## src/sv/rsfs_pkg.sv

```systemverilog
// Shared types, codes and constants for the RGB scene fade sequencer.
// No dependencies; every other file refers to this package by scoped names.
package rsfs_pkg;

  localparam int SCENE_SLOTS = 8;
  localparam int IDX_W       = 3;
  localparam int DIV_STEPS   = 13;
  localparam int PERIOD_BASE = 1000;
  localparam int PERIOD_MUL  = 20;
  localparam logic [12:0] PERIOD_SAT = 13'd6100;

  localparam logic [1:0] OP_BASE   = 2'd0;
  localparam logic [1:0] OP_SCENE  = 2'd1;
  localparam logic [1:0] OP_TICK   = 2'd2;
  localparam logic [1:0] OP_UNUSED = 2'd3;

  localparam logic [1:0] MODE_BREATHE = 2'd0;
  localparam logic [1:0] MODE_DECAY   = 2'd1;
  localparam logic [1:0] MODE_JUMP    = 2'd2;
  localparam logic [1:0] MODE_FADE    = 2'd3;

  localparam logic [1:0] CH_NONE = 2'd3;

  localparam logic [1:0] DIR_UNCHANGED = 2'd0;
  localparam logic [1:0] DIR_UP        = 2'd1;
  localparam logic [1:0] DIR_DOWN      = 2'd2;

  localparam logic [1:0] CFG_FREQ  = 2'd0;
  localparam logic [1:0] CFG_COUNT = 2'd1;

  // Slot of the shared divider that computes the period.
  localparam logic [1:0] SLOT_PERIOD = 2'd3;

  // Colour triple, element 0 is red, 1 green, 2 blue.
  typedef logic [2:0][7:0] rgb_t;

  typedef struct packed {
    logic [1:0] op;
    logic [1:0] mode;
    logic [1:0] channel;
    logic [2:0] entry_index;
    logic [7:0] red_in;
    logic [7:0] green_in;
    logic [7:0] blue_in;
  } in_beat_t;

  typedef struct packed {
    logic        segment_done;
    logic [12:0] step_period;
    logic [7:0]  ratio_red;
    logic [7:0]  ratio_green;
    logic [7:0]  ratio_blue;
    logic [7:0]  level_red;
    logic [7:0]  level_green;
    logic [7:0]  level_blue;
    logic [2:0]  scene_index_out;
  } out_beat_t;

  typedef enum logic [2:0] {
    S_IDLE,
    S_EXEC,
    S_JUMP_LD,
    S_FADE_LD,
    S_DIV_LOAD,
    S_DIV_RUN,
    S_DIV_STORE,
    S_OUT
  } state_e;

  typedef struct packed {
    logic       capture;
    logic       exec;
    logic       jump_ld;
    logic       fade_ld;
    logic       div_start;
    logic       div_store;
    logic       out_load;
    logic [1:0] slot;
  } cmd_t;

  typedef struct packed {
    logic seg_jump;
    logic seg_fade;
    logic div_busy;
    logic out_free;
  } status_t;

endpackage

```

## src/sv/rsfs_ctrl.sv

```systemverilog
// Sequencer state machine: item capture, update, segment timing, result beat.
// Depends on rsfs_pkg; drives the datapath through cmd_t, reads status_t.
module rsfs_ctrl (
  input  logic              clk_i,
  input  logic              rst_ni,
  input  logic              in_valid_i,
  input  rsfs_pkg::status_t status_i,
  output rsfs_pkg::cmd_t    cmd_o,
  output logic              busy_o
);

  rsfs_pkg::state_e state_q, state_d;
  logic [1:0] slot_q, slot_d;

  // State and slot registers
  always_ff @(posedge clk_i or negedge rst_ni) begin
    if (!rst_ni) begin
      state_q <= rsfs_pkg::S_IDLE;
      slot_q  <= 2'd0;
    end else begin
      state_q <= state_d;
      slot_q  <= slot_d;
    end
  end

  // Next state
  always_comb begin
    state_d = state_q;
    slot_d  = slot_q;
    case (state_q)
      rsfs_pkg::S_IDLE: begin
        if (in_valid_i) state_d = rsfs_pkg::S_EXEC;
      end
      rsfs_pkg::S_EXEC: begin
        if (status_i.seg_jump)      state_d = rsfs_pkg::S_JUMP_LD;
        else if (status_i.seg_fade) state_d = rsfs_pkg::S_FADE_LD;
        else                        state_d = rsfs_pkg::S_OUT;
      end
      rsfs_pkg::S_JUMP_LD, rsfs_pkg::S_FADE_LD: begin
        slot_d  = 2'd0;
        state_d = rsfs_pkg::S_DIV_LOAD;
      end
      rsfs_pkg::S_DIV_LOAD: state_d = rsfs_pkg::S_DIV_RUN;
      rsfs_pkg::S_DIV_RUN: begin
        if (!status_i.div_busy) state_d = rsfs_pkg::S_DIV_STORE;
      end
      rsfs_pkg::S_DIV_STORE: begin
        if (slot_q == rsfs_pkg::SLOT_PERIOD) begin
          state_d = rsfs_pkg::S_OUT;
        end else begin
          slot_d  = slot_q + 2'd1;
          state_d = rsfs_pkg::S_DIV_LOAD;
        end
      end
      rsfs_pkg::S_OUT: begin
        if (status_i.out_free) state_d = rsfs_pkg::S_IDLE;
      end
      default: state_d = rsfs_pkg::S_IDLE;
    endcase
  end

  // Commands
  always_comb begin
    cmd_o      = '0;
    cmd_o.slot = slot_q;
    busy_o     = (state_q != rsfs_pkg::S_IDLE);
    case (state_q)
      rsfs_pkg::S_IDLE:      cmd_o.capture   = in_valid_i;
      rsfs_pkg::S_EXEC:      cmd_o.exec      = 1'b1;
      rsfs_pkg::S_JUMP_LD:   cmd_o.jump_ld   = 1'b1;
      rsfs_pkg::S_FADE_LD:   cmd_o.fade_ld   = 1'b1;
      rsfs_pkg::S_DIV_LOAD:  cmd_o.div_start = 1'b1;
      rsfs_pkg::S_DIV_RUN:   cmd_o.div_start = 1'b0;
      rsfs_pkg::S_DIV_STORE: cmd_o.div_store = 1'b1;
      rsfs_pkg::S_OUT:       cmd_o.out_load  = status_i.out_free;
      default:               cmd_o           = '0;
    endcase
  end

endmodule

```

## src/sv/rsfs_datapath.sv

```systemverilog
// Sequencer datapath: colour state, scene table memory, shared divider,
// configuration registers and the result register. Depends on rsfs_pkg.
module rsfs_datapath (
  input  logic                clk_i,
  input  logic                rst_ni,
  input  rsfs_pkg::in_beat_t  in_i,
  input  rsfs_pkg::cmd_t      cmd_i,
  output rsfs_pkg::status_t   status_o,
  input  logic                cfg_we_i,
  input  logic [1:0]          cfg_index_i,
  input  logic [7:0]          cfg_data_i,
  input  logic                out_stall_i,
  output logic                out_valid_o,
  output rsfs_pkg::out_beat_t out_o
);

  rsfs_pkg::in_beat_t item_q;
  rsfs_pkg::rgb_t base_q, lvl_q, vec_q, ratio_q, rd_q;
  logic [2:0][1:0] dir_q;
  logic rising_q;
  logic [rsfs_pkg::IDX_W-1:0] idx_q;
  logic [1:0] top_q;
  logic done_q;
  logic [12:0] period_q;
  logic [7:0] freq_q;
  logic [3:0] count_q;
  logic [7:0] rem_q, den_q;
  logic [12:0] quo_q;
  logic [3:0] cnt_q;
  logic out_valid_q;
  rsfs_pkg::out_beat_t out_q;
  rsfs_pkg::rgb_t mem_q [rsfs_pkg::SCENE_SLOTS];

  // Item decode
  logic [1:0] ch;
  logic tick, fade_up, reached, exec_done;
  logic [7:0] cur_lv, base_ch, tgt_ch;
  rsfs_pkg::rgb_t rgb_in;
  assign ch     = item_q.channel;
  assign tick   = (item_q.op == rsfs_pkg::OP_TICK) && (ch != rsfs_pkg::CH_NONE);
  assign rgb_in = {item_q.blue_in, item_q.green_in, item_q.red_in};

  always_comb begin
    cur_lv  = 8'd0;
    base_ch = 8'd0;
    tgt_ch  = 8'd0;
    fade_up = 1'b0;
    if (ch != rsfs_pkg::CH_NONE) begin
      cur_lv  = lvl_q[ch];
      base_ch = base_q[ch];
      tgt_ch  = rd_q[ch];
      fade_up = (dir_q[ch] == rsfs_pkg::DIR_UP);
    end
  end

  assign reached = fade_up ? (cur_lv >= tgt_ch) : (cur_lv <= tgt_ch);

  always_comb begin
    exec_done = 1'b0;
    if (tick) begin
      case (item_q.mode)
        rsfs_pkg::MODE_BREATHE: exec_done = rising_q ? (cur_lv >= base_ch) : (cur_lv == 8'd0);
        rsfs_pkg::MODE_DECAY:   exec_done = (cur_lv == 8'd0);
        rsfs_pkg::MODE_JUMP:    exec_done = (cur_lv == 8'd0);
        rsfs_pkg::MODE_FADE:    exec_done = reached;
        default:                exec_done = 1'b0;
      endcase
    end
  end

  assign status_o.seg_jump = tick && (item_q.mode == rsfs_pkg::MODE_JUMP) && exec_done;
  assign status_o.seg_fade = tick && (item_q.mode == rsfs_pkg::MODE_FADE) && exec_done;

  // Scene index advance, wrapping at the smaller of count and table size
  logic [4:0] limit, inc;
  logic [rsfs_pkg::IDX_W-1:0] next_idx;
  always_comb begin
    limit    = (5'(count_q) < 5'(rsfs_pkg::SCENE_SLOTS)) ? 5'(count_q)
                                                          : 5'(rsfs_pkg::SCENE_SLOTS);
    inc      = 5'(idx_q) + 5'd1;
    next_idx = (inc >= limit) ? '0 : inc[rsfs_pkg::IDX_W-1:0];
  end

  // Fade targets: direction and distance from the old entry to the new one
  rsfs_pkg::rgb_t delta;
  logic [2:0][1:0] dir_new;
  always_comb begin
    for (int c = 0; c < 3; c++) begin
      if (base_q[c] > rd_q[c]) begin
        dir_new[c] = rsfs_pkg::DIR_DOWN;
        delta[c]   = base_q[c] - rd_q[c];
      end else if (base_q[c] == rd_q[c]) begin
        dir_new[c] = rsfs_pkg::DIR_UNCHANGED;
        delta[c]   = 8'd0;
      end else begin
        dir_new[c] = rsfs_pkg::DIR_UP;
        delta[c]   = rd_q[c] - base_q[c];
      end
    end
  end

  // Largest channel: jump ties go to the later channel, fade ties to the earlier
  logic [1:0] top_jump, top_fade;
  always_comb begin
    if (rd_q[0] > rd_q[1]) top_jump = (rd_q[0] > rd_q[2]) ? 2'd0 : 2'd2;
    else                   top_jump = (rd_q[1] > rd_q[2]) ? 2'd1 : 2'd2;
    if (delta[0] >= delta[1]) top_fade = (delta[0] >= delta[2]) ? 2'd0 : 2'd2;
    else                      top_fade = (delta[1] >= delta[2]) ? 2'd1 : 2'd2;
  end

  // Scene table write port and registered read port
  always_ff @(posedge clk_i) begin
    if (cmd_i.exec && (item_q.op == rsfs_pkg::OP_SCENE) &&
        (32'(item_q.entry_index) < rsfs_pkg::SCENE_SLOTS)) begin
      mem_q[item_q.entry_index] <= rgb_in;
    end
    rd_q <= mem_q[cmd_i.exec ? next_idx : idx_q];
  end

  // Configuration registers
  always_ff @(posedge clk_i or negedge rst_ni) begin
    if (!rst_ni) begin
      freq_q  <= 8'd0;
      count_q <= 4'd1;
    end else if (cfg_we_i) begin
      if (cfg_index_i == rsfs_pkg::CFG_FREQ)  freq_q  <= cfg_data_i;
      if (cfg_index_i == rsfs_pkg::CFG_COUNT) count_q <= cfg_data_i[3:0];
    end
  end

  // Captured item
  always_ff @(posedge clk_i) begin
    if (cmd_i.capture) item_q <= in_i;
  end

  // Colour and sequencing state
  always_ff @(posedge clk_i or negedge rst_ni) begin
    if (!rst_ni) begin
      base_q   <= '0;
      lvl_q    <= '0;
      rising_q <= 1'b1;
      idx_q    <= '0;
      dir_q    <= '0;
      vec_q    <= '0;
      top_q    <= 2'd0;
      done_q   <= 1'b0;
    end else begin
      if (cmd_i.capture) done_q <= 1'b0;
      if (cmd_i.exec) begin
        done_q <= exec_done;
        if (item_q.op == rsfs_pkg::OP_BASE) base_q <= rgb_in;
        if (tick) begin
          case (item_q.mode)
            rsfs_pkg::MODE_BREATHE: begin
              if (rising_q) begin
                if (exec_done) begin
                  rising_q <= 1'b0;
                  lvl_q    <= base_q;
                end else lvl_q[ch] <= cur_lv + 8'd1;
              end else begin
                if (exec_done) begin
                  rising_q <= 1'b1;
                  lvl_q    <= '0;
                end else lvl_q[ch] <= cur_lv - 8'd1;
              end
            end
            rsfs_pkg::MODE_DECAY: begin
              if (exec_done) lvl_q <= base_q;
              else           lvl_q[ch] <= cur_lv - 8'd1;
            end
            rsfs_pkg::MODE_JUMP: begin
              if (exec_done) idx_q <= next_idx;
              else           lvl_q[ch] <= cur_lv - 8'd1;
            end
            rsfs_pkg::MODE_FADE: begin
              if (exec_done) begin
                base_q <= rd_q;
                lvl_q  <= rd_q;
                idx_q  <= next_idx;
              end else if (fade_up) lvl_q[ch] <= cur_lv + 8'd1;
              else                  lvl_q[ch] <= cur_lv - 8'd1;
            end
            default: lvl_q <= lvl_q;
          endcase
        end
      end
      // New scene entry has arrived from the table
      if (cmd_i.jump_ld) begin
        base_q <= rd_q;
        lvl_q  <= rd_q;
        vec_q  <= rd_q;
        top_q  <= top_jump;
      end
      if (cmd_i.fade_ld) begin
        dir_q <= dir_new;
        vec_q <= delta;
        top_q <= top_fade;
      end
    end
  end

  // Shared restoring divider, one quotient bit per cycle
  logic [8:0] trial;
  logic ge;
  logic [12:0] num_sel;
  logic [7:0] den_sel;
  assign trial = {rem_q, quo_q[12]};
  assign ge    = (trial >= {1'b0, den_q});
  always_comb begin
    if (cmd_i.slot == rsfs_pkg::SLOT_PERIOD) begin
      num_sel = 13'(rsfs_pkg::PERIOD_BASE) + 13'(freq_q) * 13'(rsfs_pkg::PERIOD_MUL);
      den_sel = vec_q[top_q];
    end else begin
      num_sel = 13'(vec_q[top_q]);
      den_sel = vec_q[cmd_i.slot];
    end
  end

  always_ff @(posedge clk_i or negedge rst_ni) begin
    if (!rst_ni) begin
      cnt_q <= 4'd0;
    end else if (cmd_i.div_start) begin
      cnt_q <= 4'(rsfs_pkg::DIV_STEPS);
    end else if (cnt_q != 4'd0) begin
      cnt_q <= cnt_q - 4'd1;
    end
  end

  always_ff @(posedge clk_i) begin
    if (cmd_i.div_start) begin
      rem_q <= 8'd0;
      quo_q <= num_sel;
      den_q <= den_sel;
    end else if (cnt_q != 4'd0) begin
      rem_q <= ge ? 8'(trial - {1'b0, den_q}) : trial[7:0];
      quo_q <= {quo_q[11:0], ge};
    end
  end

  assign status_o.div_busy = (cnt_q != 4'd0);

  // Quotient store, with the largest channel and zero divisors fixed up
  always_ff @(posedge clk_i or negedge rst_ni) begin
    if (!rst_ni) begin
      ratio_q  <= '0;
      period_q <= 13'd0;
    end else begin
      if (cmd_i.capture) period_q <= 13'd0;
      if (cmd_i.div_store) begin
        if (cmd_i.slot == rsfs_pkg::SLOT_PERIOD) begin
          period_q <= (den_q == 8'd0) ? rsfs_pkg::PERIOD_SAT : quo_q;
        end else if (cmd_i.slot == top_q) begin
          ratio_q[cmd_i.slot] <= 8'd1;
        end else begin
          ratio_q[cmd_i.slot] <= (den_q == 8'd0) ? 8'd0 : quo_q[7:0];
        end
      end
    end
  end

  // Result register
  assign status_o.out_free = !out_valid_q || !out_stall_i;

  always_ff @(posedge clk_i or negedge rst_ni) begin
    if (!rst_ni) begin
      out_valid_q <= 1'b0;
    end else if (cmd_i.out_load) begin
      out_valid_q <= 1'b1;
    end else if (!out_stall_i) begin
      out_valid_q <= 1'b0;
    end
  end

  always_ff @(posedge clk_i) begin
    if (cmd_i.out_load) begin
      out_q <= {done_q, period_q, ratio_q[0], ratio_q[1], ratio_q[2],
                lvl_q[0], lvl_q[1], lvl_q[2], idx_q};
    end
  end

  assign out_valid_o = out_valid_q;
  assign out_o       = out_q;

endmodule

```

## src/sv/rgb_scene_fade_sequencer_core.sv

```systemverilog
// RGB scene fade sequencer, top level: controller plus datapath.
// Sequence: a beat is captured, executed and loaded into the output register; a jump or
// fade segment end adds a scene load and four divider passes: three ratios and the period.
// No new beat is taken while one is in work, and output stalls hold the block busy; the next
// beat is taken once the result is in the output register. Reset sets control, colour and
// configuration registers to defaults; scene table contents are undefined until written.
module rgb_scene_fade_sequencer_core (
  input  logic                clk_i,
  input  logic                rst_ni,
  input  logic                in_valid_i,
  output logic                in_stall_o,
  input  rsfs_pkg::in_beat_t  in_i,
  output logic                out_valid_o,
  input  logic                out_stall_i,
  output rsfs_pkg::out_beat_t out_o,
  input  logic                cfg_valid_i,
  output logic                cfg_ready_o,
  input  logic [1:0]          cfg_index_i,
  input  logic [7:0]          cfg_data_i
);

  rsfs_pkg::cmd_t    cmd;
  rsfs_pkg::status_t status;
  logic busy;

  assign in_stall_o  = busy;
  assign cfg_ready_o = 1'b1;

  rsfs_ctrl u_ctrl (
    .clk_i      (clk_i),
    .rst_ni     (rst_ni),
    .in_valid_i (in_valid_i),
    .status_i   (status),
    .cmd_o      (cmd),
    .busy_o     (busy)
  );

  rsfs_datapath u_dp (
    .clk_i       (clk_i),
    .rst_ni      (rst_ni),
    .in_i        (in_i),
    .cmd_i       (cmd),
    .status_o    (status),
    .cfg_we_i    (cfg_valid_i && cfg_ready_o),
    .cfg_index_i (cfg_index_i),
    .cfg_data_i  (cfg_data_i),
    .out_stall_i (out_stall_i),
    .out_valid_o (out_valid_o),
    .out_o       (out_o)
  );

endmodule

```

## config.mk

```make
export PLATFORM = sky130hd
export DESIGN_NAME = rgb_scene_fade_sequencer_core
export DESIGN_NICKNAME = d
export VERILOG_FILES = /design/src/sv/rsfs_pkg.sv /design/src/sv/rsfs_ctrl.sv /design/src/sv/rsfs_datapath.sv /design/src/sv/rgb_scene_fade_sequencer_core.sv
export SDC_FILE = /design/constraint.sdc
export NUM_CORES = 1
export LEC_CHECK = 0
export BUFFER_PORTS_ARGS = -buffer_cell sky130_fd_sc_hd__buf_4
export CAP_MARGIN = 20
export CORE_MARGIN = 2
export CORE_UTILIZATION = 30
export DETAILED_ROUTE_END_ITERATION = 6
export SLEW_MARGIN = 20
export SYNTH_ARGS = -nofsm -noshare
export SYNTH_HDL_FRONTEND = slang
export SYNTH_HIERARCHICAL = 1
export SYNTH_SLANG_ARGS = --single-unit
```

## constraint.sdc

```tcl
create_clock -name clk_i -period 5.6 [get_ports clk_i]
set_input_delay 1.68 -clock clk_i [delete_from_list [all_inputs] [get_ports clk_i]]
set_output_delay 1.68 -clock clk_i [all_outputs]
set_load 0.01 [all_outputs]
```

==> summary.md, run 1 <==
| Metric | Value |
|---|---|
| Outcome | complete, no violations |
| Asr flop ratio synth | 29.6% |
| Tot GR Track Use | 18.7% |
| Synth Flop Type | edfxtp_1 |
| Routed Antenna Nets | 0 |
| PostCTS Resize Cnt | 0 |
| Max_cap viols | 0 |
| Initial antenna violation count | 0 |
| Slew @ Worst Pin | 1060 ps |
| # setup viols final | 0 |
| Worst setup EP type | register |
| Largest net degree at the start of global routing | 93 |
| Post-synthesis xor/xnor area fraction | under 10% |
| Sequential-to-total area share from yosys stat | between 50 and 60% |
| Number of buffers inserted by port buffering | 114 |
| Clock Sinks | around 490 |
| Die X | 300 µm |
| CP cell instances | nor2b_4, buf_4, a21oi_1, ha_1, and4_1, nand2_1, o311a_1, a21oi_1, nor3_4, o21ai_4, buf_4, mux2i_1, o221a_2, o31ai_1 |
| CP max stage delay | about 850 ps |
| Commonest cells after routing, fill and taps aside | edfxtp_1 (311), buf_4 (180), nand2_1 (144) |
| Setup CP Type | reg2reg |
| Mapped cell area | 26,200 µm² |
| Skew-Pair Late Insertion Delay | about 620 ps |
| Clk pin slew, worst setup/hold paths | 60 ps |
| R2R Path End | u_dp/lvl_q[18] |
| Final Cycle Share | 91.2% |
| Post-synthesis adder-cell area fraction | 7.43% |
| Inst Count DP | 3,406 |
| Die ar. | 89,900 µm² |
| Crit-path slowest cell | o21ai_4 |
| Seq cells post-synth | between 400 and 500 |
| Layout Cells excl Fill | 3,508 |
| Area growth syn-to-layout | 16.5% |
| Max Fclk | 0.196 GHz |
| Vias in the first global route | 19,400 |
| Multi-input gate area | 11,700 µm² |
| Antenna cell count | 0 |
| Slew headroom | ~28% |
| Vias per cell | roughly 5.5 |
| Hold Crit Class | reg2reg |
| Commonest non-fill, non-tap cell in the layout | edfxtp_1 |
| DRT iter0 DRCs | 1,833 |
| CTS Hold Bufs | 0 |
| Total gr overflow | 0 |
| Cells after synthesis | 2,200 |
| Startpoint Class | register |
| Max-slew violation count | 0 |
| Post-synthesis mux area share | 10.0% |
| Sequential Area | 13,600 µm² |
| Post-synthesis average cell area | 11.9 µm² |
| Hold_sp | u_dp/period_q[4] |
| Number of post-CTS setup repair buffers | 0 |
| First-pass GRT wire length | 127,000 µm |
| TritonCTS Buffers | 54 |
| Final wirelength | between 80,000 and 90,000 µm |
| Final setup TNS | 0 ps |
| HPWL Detailed | a little over 60,000 µm |
| Die Y | 300 µm |
| Max VDD drop | 0.000254 V |
| Minimum clock period after layout | a little over 5000 ps |
| Top cell type's share of synthesized area | a little over a third |
| Crit path from | u_dp/ch[1] |
| Peak fanout along the critical path | 30 |
| Post-synth EDFFs | 311 |
| FILL cells | between 8,000 and 9,000 |
| Compound-Gate Fraction of Synth Area | 15.8% |
| Hold Fails Final Rpt | 0 |
| Clk_skew | 23.1 ps |
| Hold Path Sink | u_dp/out_o[55] |
| Leading area contributor after synthesis | edfxtp_1 |
| RSZ-0062 raised after global routing | no |
| R2R cell count | 14 |
| CTS tree | built |
| Synthesized Nets | 2,399 |
| Total number of vias | between 15,000 and 20,000 |
| Crit path DAT | 5620 ps |
| FP Rows | 108 |
| Synth top area cells | edfxtp_1 (36%), dfrtp_1 (14%), ha_1 (6.8%), mux4_2 (4.8%), mux2i_1 (2.7%) |
| Reg2reg start | u_dp/ch[1] |
| Layout Nets | 2,506 |
| Pwr dens | 567 nW/µm² |
| Synth cell types | 93 |
| DRC viols | 0 |
| 1st-pass router iterations | 5 |
| Worst EP required | about 6100 ps |
| Simple-Gate Fraction of Synth Area | 8.71% |
| Io pins | 116 |
| Root Driver | clkbuf_16 |
| Maximum clock path buffer count | 3 |
| Routed WL per cell | 24.5 µm |
| Synth warn | 6 |
| Final RePlAce weighted congestion | 0.975 |
| Htree depth | 2 |
| P_leak | 12.2 nW |
| Flop-to-flop setup slack | 490 ps |
| Share of cells above drive strength 1 | 18.8% |
| Largest family of logic cells by synthesized area | compound AO/OA/AOI/OAI gates |
| Hold path depth | 0 |
| Initial Util | 30.3% |
| Tot Pwr | 17.3 mW |
| Core Box Area | 86,800 µm² |
[cells in the mapped netlist, types with 40 or more instances]
cell type	number
a211oi_1	55
a21o_1	75
a21oi_1	112
clkbuf_1	92
dfrtp_1	142
edfxtp_1	311
ha_1	143
inv_1	127
mux2_2	56
mux2i_1	72
mux4_2	56
nand2_1	144
nand3_1	42
nor2_1	116
nor3_1	41
o21ai_0	65
xnor2_1	40
[flip-flops by register name, indices dropped and copies added, names as in the netlist, 4 cells and up]
signal / count
u_dp/ratio_q: 24
u_dp/count_q: 4
u_dp/freq_q: 8
u_dp/quo_q: 13
u_dp/dir_q: 6
u_dp/out_o: 65
u_dp/item_q: 31
u_dp/den_q: 8
u_dp/base_q: 24
u_dp/rd_q: 24
u_dp/lvl_q: 24
u_dp/mem_q: 192
u_dp/cnt_q: 4
u_dp/period_q: 13
u_dp/vec_q: 24
u_dp/rem_q: 8
[worst max path at each step]
stage	end	slack, ps	cells after the start
2_1_floorplan	u_dp/out_o[0]	520	3
3_3_place_gp	u_dp/lvl_q[18]	700	14
3_5_place_dp	u_dp/lvl_q[4]	600	13
4_1_cts	u_dp/lvl_q[4]	600	13
5_1_grt	u_dp/lvl_q[18]	350	14
6_report	u_dp/lvl_q[18]	490	14
[layer usage]
metal  vias to the layer above  wire, µm  track usage, %
met5                         -         0               0
met4                         0      3490            7.43
met3                       174      6130            2.86
met2                       858     38900            29.2
met1                      9769     37300            26.0
li1                       8581         -               -
[report_power, final]
part | switching (mW) | total (mW) | internal [mW]
Clock | 1.55 | 3.83 | 2.28
Combinational | 4.36 | 7.67 | 3.30
Sequential | 1.06 | 5.82 | 4.76
Total | 6.97 | 17.3 | 10.3
[critical path, delay by kind of cell (launching register included)]
| family | cells | cell delay (ps) |
|---|---|---|
| compound gates | 6 | 2170 |
| simple gates | 4 | 980 |
| flops | 1 | 710 |
| buf+inv | 2 | 670 |
| fa+ha+maj | 1 | 350 |
| mux | 1 | 90 |
[final cells by class]
class | count | share of cell area [%]
clock inverters | 32 | 1.38
repair buffers | 182 | 4.52
multi-input cells | 1450 | 38.4
inverters | 132 | 1.62
well taps | 1155 | 4.73
flip-flops and latches | 487 | 44.4
clock buffers | 70 | 4.92
[stage by stage]
step	utilization (%)	setup WS, ps	hold WS [ps]	instance area [µm²]
2_1_floorplan	-	521	423	26200
3_3_place_gp	33.0	695	436	28600
3_5_place_dp	33.0	604	437	28600
4_1_cts	35.2	596	451	30600
5_1_grt	35.2	350	459	30600
6_report	35.2	492	447	30600
[logic make-up (layout without fill, tap and decap cells)]
logic type / after synthesis / count (layout)
and+or+nand+nor: 470 / 470
other: 1 / 1
DFF: 487 / 487
xor gates and xnor gates: 66 / 66
muxes: 185 / 185
adders and majority gates: 151 / 151
buffers and inverters: 263 / 416
AOI/OAI and AO/OA: 577 / 577
No activity file was read; power rests on OpenSTA's default activity.
==> run 2, diff against run 1 <==
Settings changed: CORE_MARGIN 2 to default, GPL_TIMING_DRIVEN from default to 0.
==> summary.md, run 2 (synthesis results as in run 1) <==
| Metric | Value |
|---|---|
| Outcome | complete, but fails checks |
| Failing checks | DRC |
| Initial Util | 30.3% |
| Core Box Area | 86,800 µm² |
| Die X | 298 µm |
| Die ar. | 88,700 µm² |
| Final Cycle Share | 97.9% |
| Number of post-CTS setup repair buffers | 0 |
| Number of buffers inserted by port buffering | 114 |
| Max Fclk | 0.182 GHz |
| Minimum clock period after layout | 5480 ps |
| FP Rows | between 100 and 150 |
| Pwr dens | 550 nW/µm² |
| Total gr overflow | 0 |
| # setup viols final | 0 |
| Routed WL per cell | 23.7 µm |
| Finished Cell Area | 30,700 µm² |
| Area growth syn-to-layout | 17.1% |
| Layout Nets | 2,586 |
| Clk pin slew, worst setup/hold paths | 60 ps |
| Io pins | roughly 120 |
| Reg2reg start | u_dp/ch[1] |
| R2R Path End | u_dp/lvl_q[0] |
| Htree depth | 2 |
| Placed cell areas | 29,000 µm² |
| Setup CP Type | reg2reg |
| TritonCTS Buffers | just over 50 |
| Max-slew violation count | 0 |
| Flop-to-flop setup slack | 120 ps |
| RSZ-0062 raised after global routing | no |
| Root Driver | clkbuf_16 |
| Slew @ Worst Pin | 974 ps |
| DRC viols | 2 |
| Startpoint Class | register |
| Share of cells above drive strength 1 | between 10% and 20% |
| CTS Hold Bufs | 0 |
| Tot GR Track Use | 18.7% |
| R2R cell count | 16 |
| Vias per cell | 5.43 |
| Crit path DAT | between 5000 and 6000 ps |
| Max VDD drop | between 0.0002 and 0.0003 V |
| Slew headroom | a little over a third |
| First-pass GRT wire length | 125,000 µm |
| Commonest non-fill, non-tap cell in the layout | edfxtp_1 |
| Skew-Pair Late Insertion Delay | 620 ps |
| Initial antenna violation count | 0 |
| Crit path from | u_dp/ch[1] |
| CTS tree | built |
| Worst EP required | approximately 6000 ps |
| 1st-pass router iterations | 7 |
| Clk_skew | 26.7 ps |
| Clock Sinks | between 400 and 500 |
| HPWL Detailed | 62,500 µm |
| Commonest cells after routing, fill and taps aside | edfxtp_1 (311), nand2_1 (144), ha_1 (143) |
| Worst setup EP type | register |
| FILL cells | between 8,000 and 9,000 |
| Hold Crit Class | reg2reg |
| Total number of vias | slightly below 20,000 |
| Worst Setup EP | u_dp/lvl_q[0] |
| P_leak | 12.1 nW |
| Largest net degree at the start of global routing | 94 |
| Number of flip-flops in the largest register | approximately 190 |
| Largest Register | u_dp/mem_q |
| Routed Antenna Nets | 0 |
| Hold Fails Final Rpt | 0 |
| Peak fanout along the critical path | 10 |
| Max_cap viols | 0 |
| Final wirelength | 84,900 µm |
| Final RePlAce weighted congestion | 0.996 |
| Tot Pwr | 16.9 mW |
| Die Y | 298 µm |
| PostCTS Resize Cnt | 3 |
| Maximum clock path buffer count | 3 |
| Vias in the first global route | 18,900 |
| DRT iter0 DRCs | 1,971 |
## run 2: cell types whose count changed in the layout (fill, tap and decap cells not counted), sizes merged
cell	change
diode	+1
inv	+1
bufinv	-4
clkinvlp	+3
clkbuf	+85
buf	-8
## run 2: worst min path at each step
| stage | start | end | slack [ps] | depth (start not counted) |
|---|---|---|---|---|
| floorplan | u_dp/lvl_q[10] | u_dp/out_o[13] | 420 | 0 |
| global placement | u_dp/lvl_q[10] | u_dp/out_o[13] | 430 | 0 |
| detailed placement | u_dp/lvl_q[10] | u_dp/out_o[13] | 430 | 0 |
| CTS | u_dp/ratio_q[22] | u_dp/out_o[33] | 440 | 0 |
| global route | u_dp/lvl_q[5] | u_dp/out_o[24] | 460 | 0 |
| finish | u_dp/lvl_q[10] | u_dp/out_o[13] | 450 | 0 |
## run 2: power breakdown
group / internal, mW / total [mW] / leakage, nW / switching (mW)
logic: 3.28 / 7.59 / 6.39 / 4.31
registers: 4.76 / 5.84 / 4.91 / 1.08
clock network: 1.95 / 3.47 / 0.815 / 1.52
## run 2: per-layer routing
metal  vias up  track usage (%)  routed length, µm
met5         -                0                  0
met4         0             6.81               3330
met3       187             3.86               7140
met2       877             29.4              38100
met1      9672             25.4              36300
li1       8747                -                  -
## run 2: per-stage QoR
step	setup slack, ps	setup TNS [ps]	hold slack (ps)	std cells	util [%]
2_1_floorplan	521	0	423	2200	-
4_1_cts	181	0	442	3585	35.4
3_5_place_dp	-392	-4440	431	3490	33.4
5_1_grt	20.8	0	455	3585	35.4
3_3_place_gp	-1300	-140540	430	3469	32.9
6_report	119	0	448	3586	35.4
## run 2: critical path, cell delays in order (launching register included)
cell and delay [ps]:
edfxtp_1 340, buf_6 170, buf_6 250, buf_2 390, mux2i_1 330, o2bb2ai_2 170
inv_1 250, ha_1 400, o221ai_1 320, nor4_4 450, nand3_1 240, nand2_1 330
o211ai_1 240, clkbuf_1 430, o21ai_0 290, a211oi_1 80, o31ai_1 590
## run 2: area by class of cell
type / instances / area [µm²] / share of cell area [%]
sequential: 487 / 13600 / 44.2
multi-input combinational: 1450 / 11700 / 38.0
tap: 1155 / 1450 / 4.70
clock buffer: 64 / 1370 / 4.44
timing repair buffer: 135 / 1210 / 3.93
buffer: 130 / 571 / 1.86
inverter: 132 / 495 / 1.61
clock inverter: 32 / 363 / 1.18
antenna: 1 / 2.50 / 0.00814
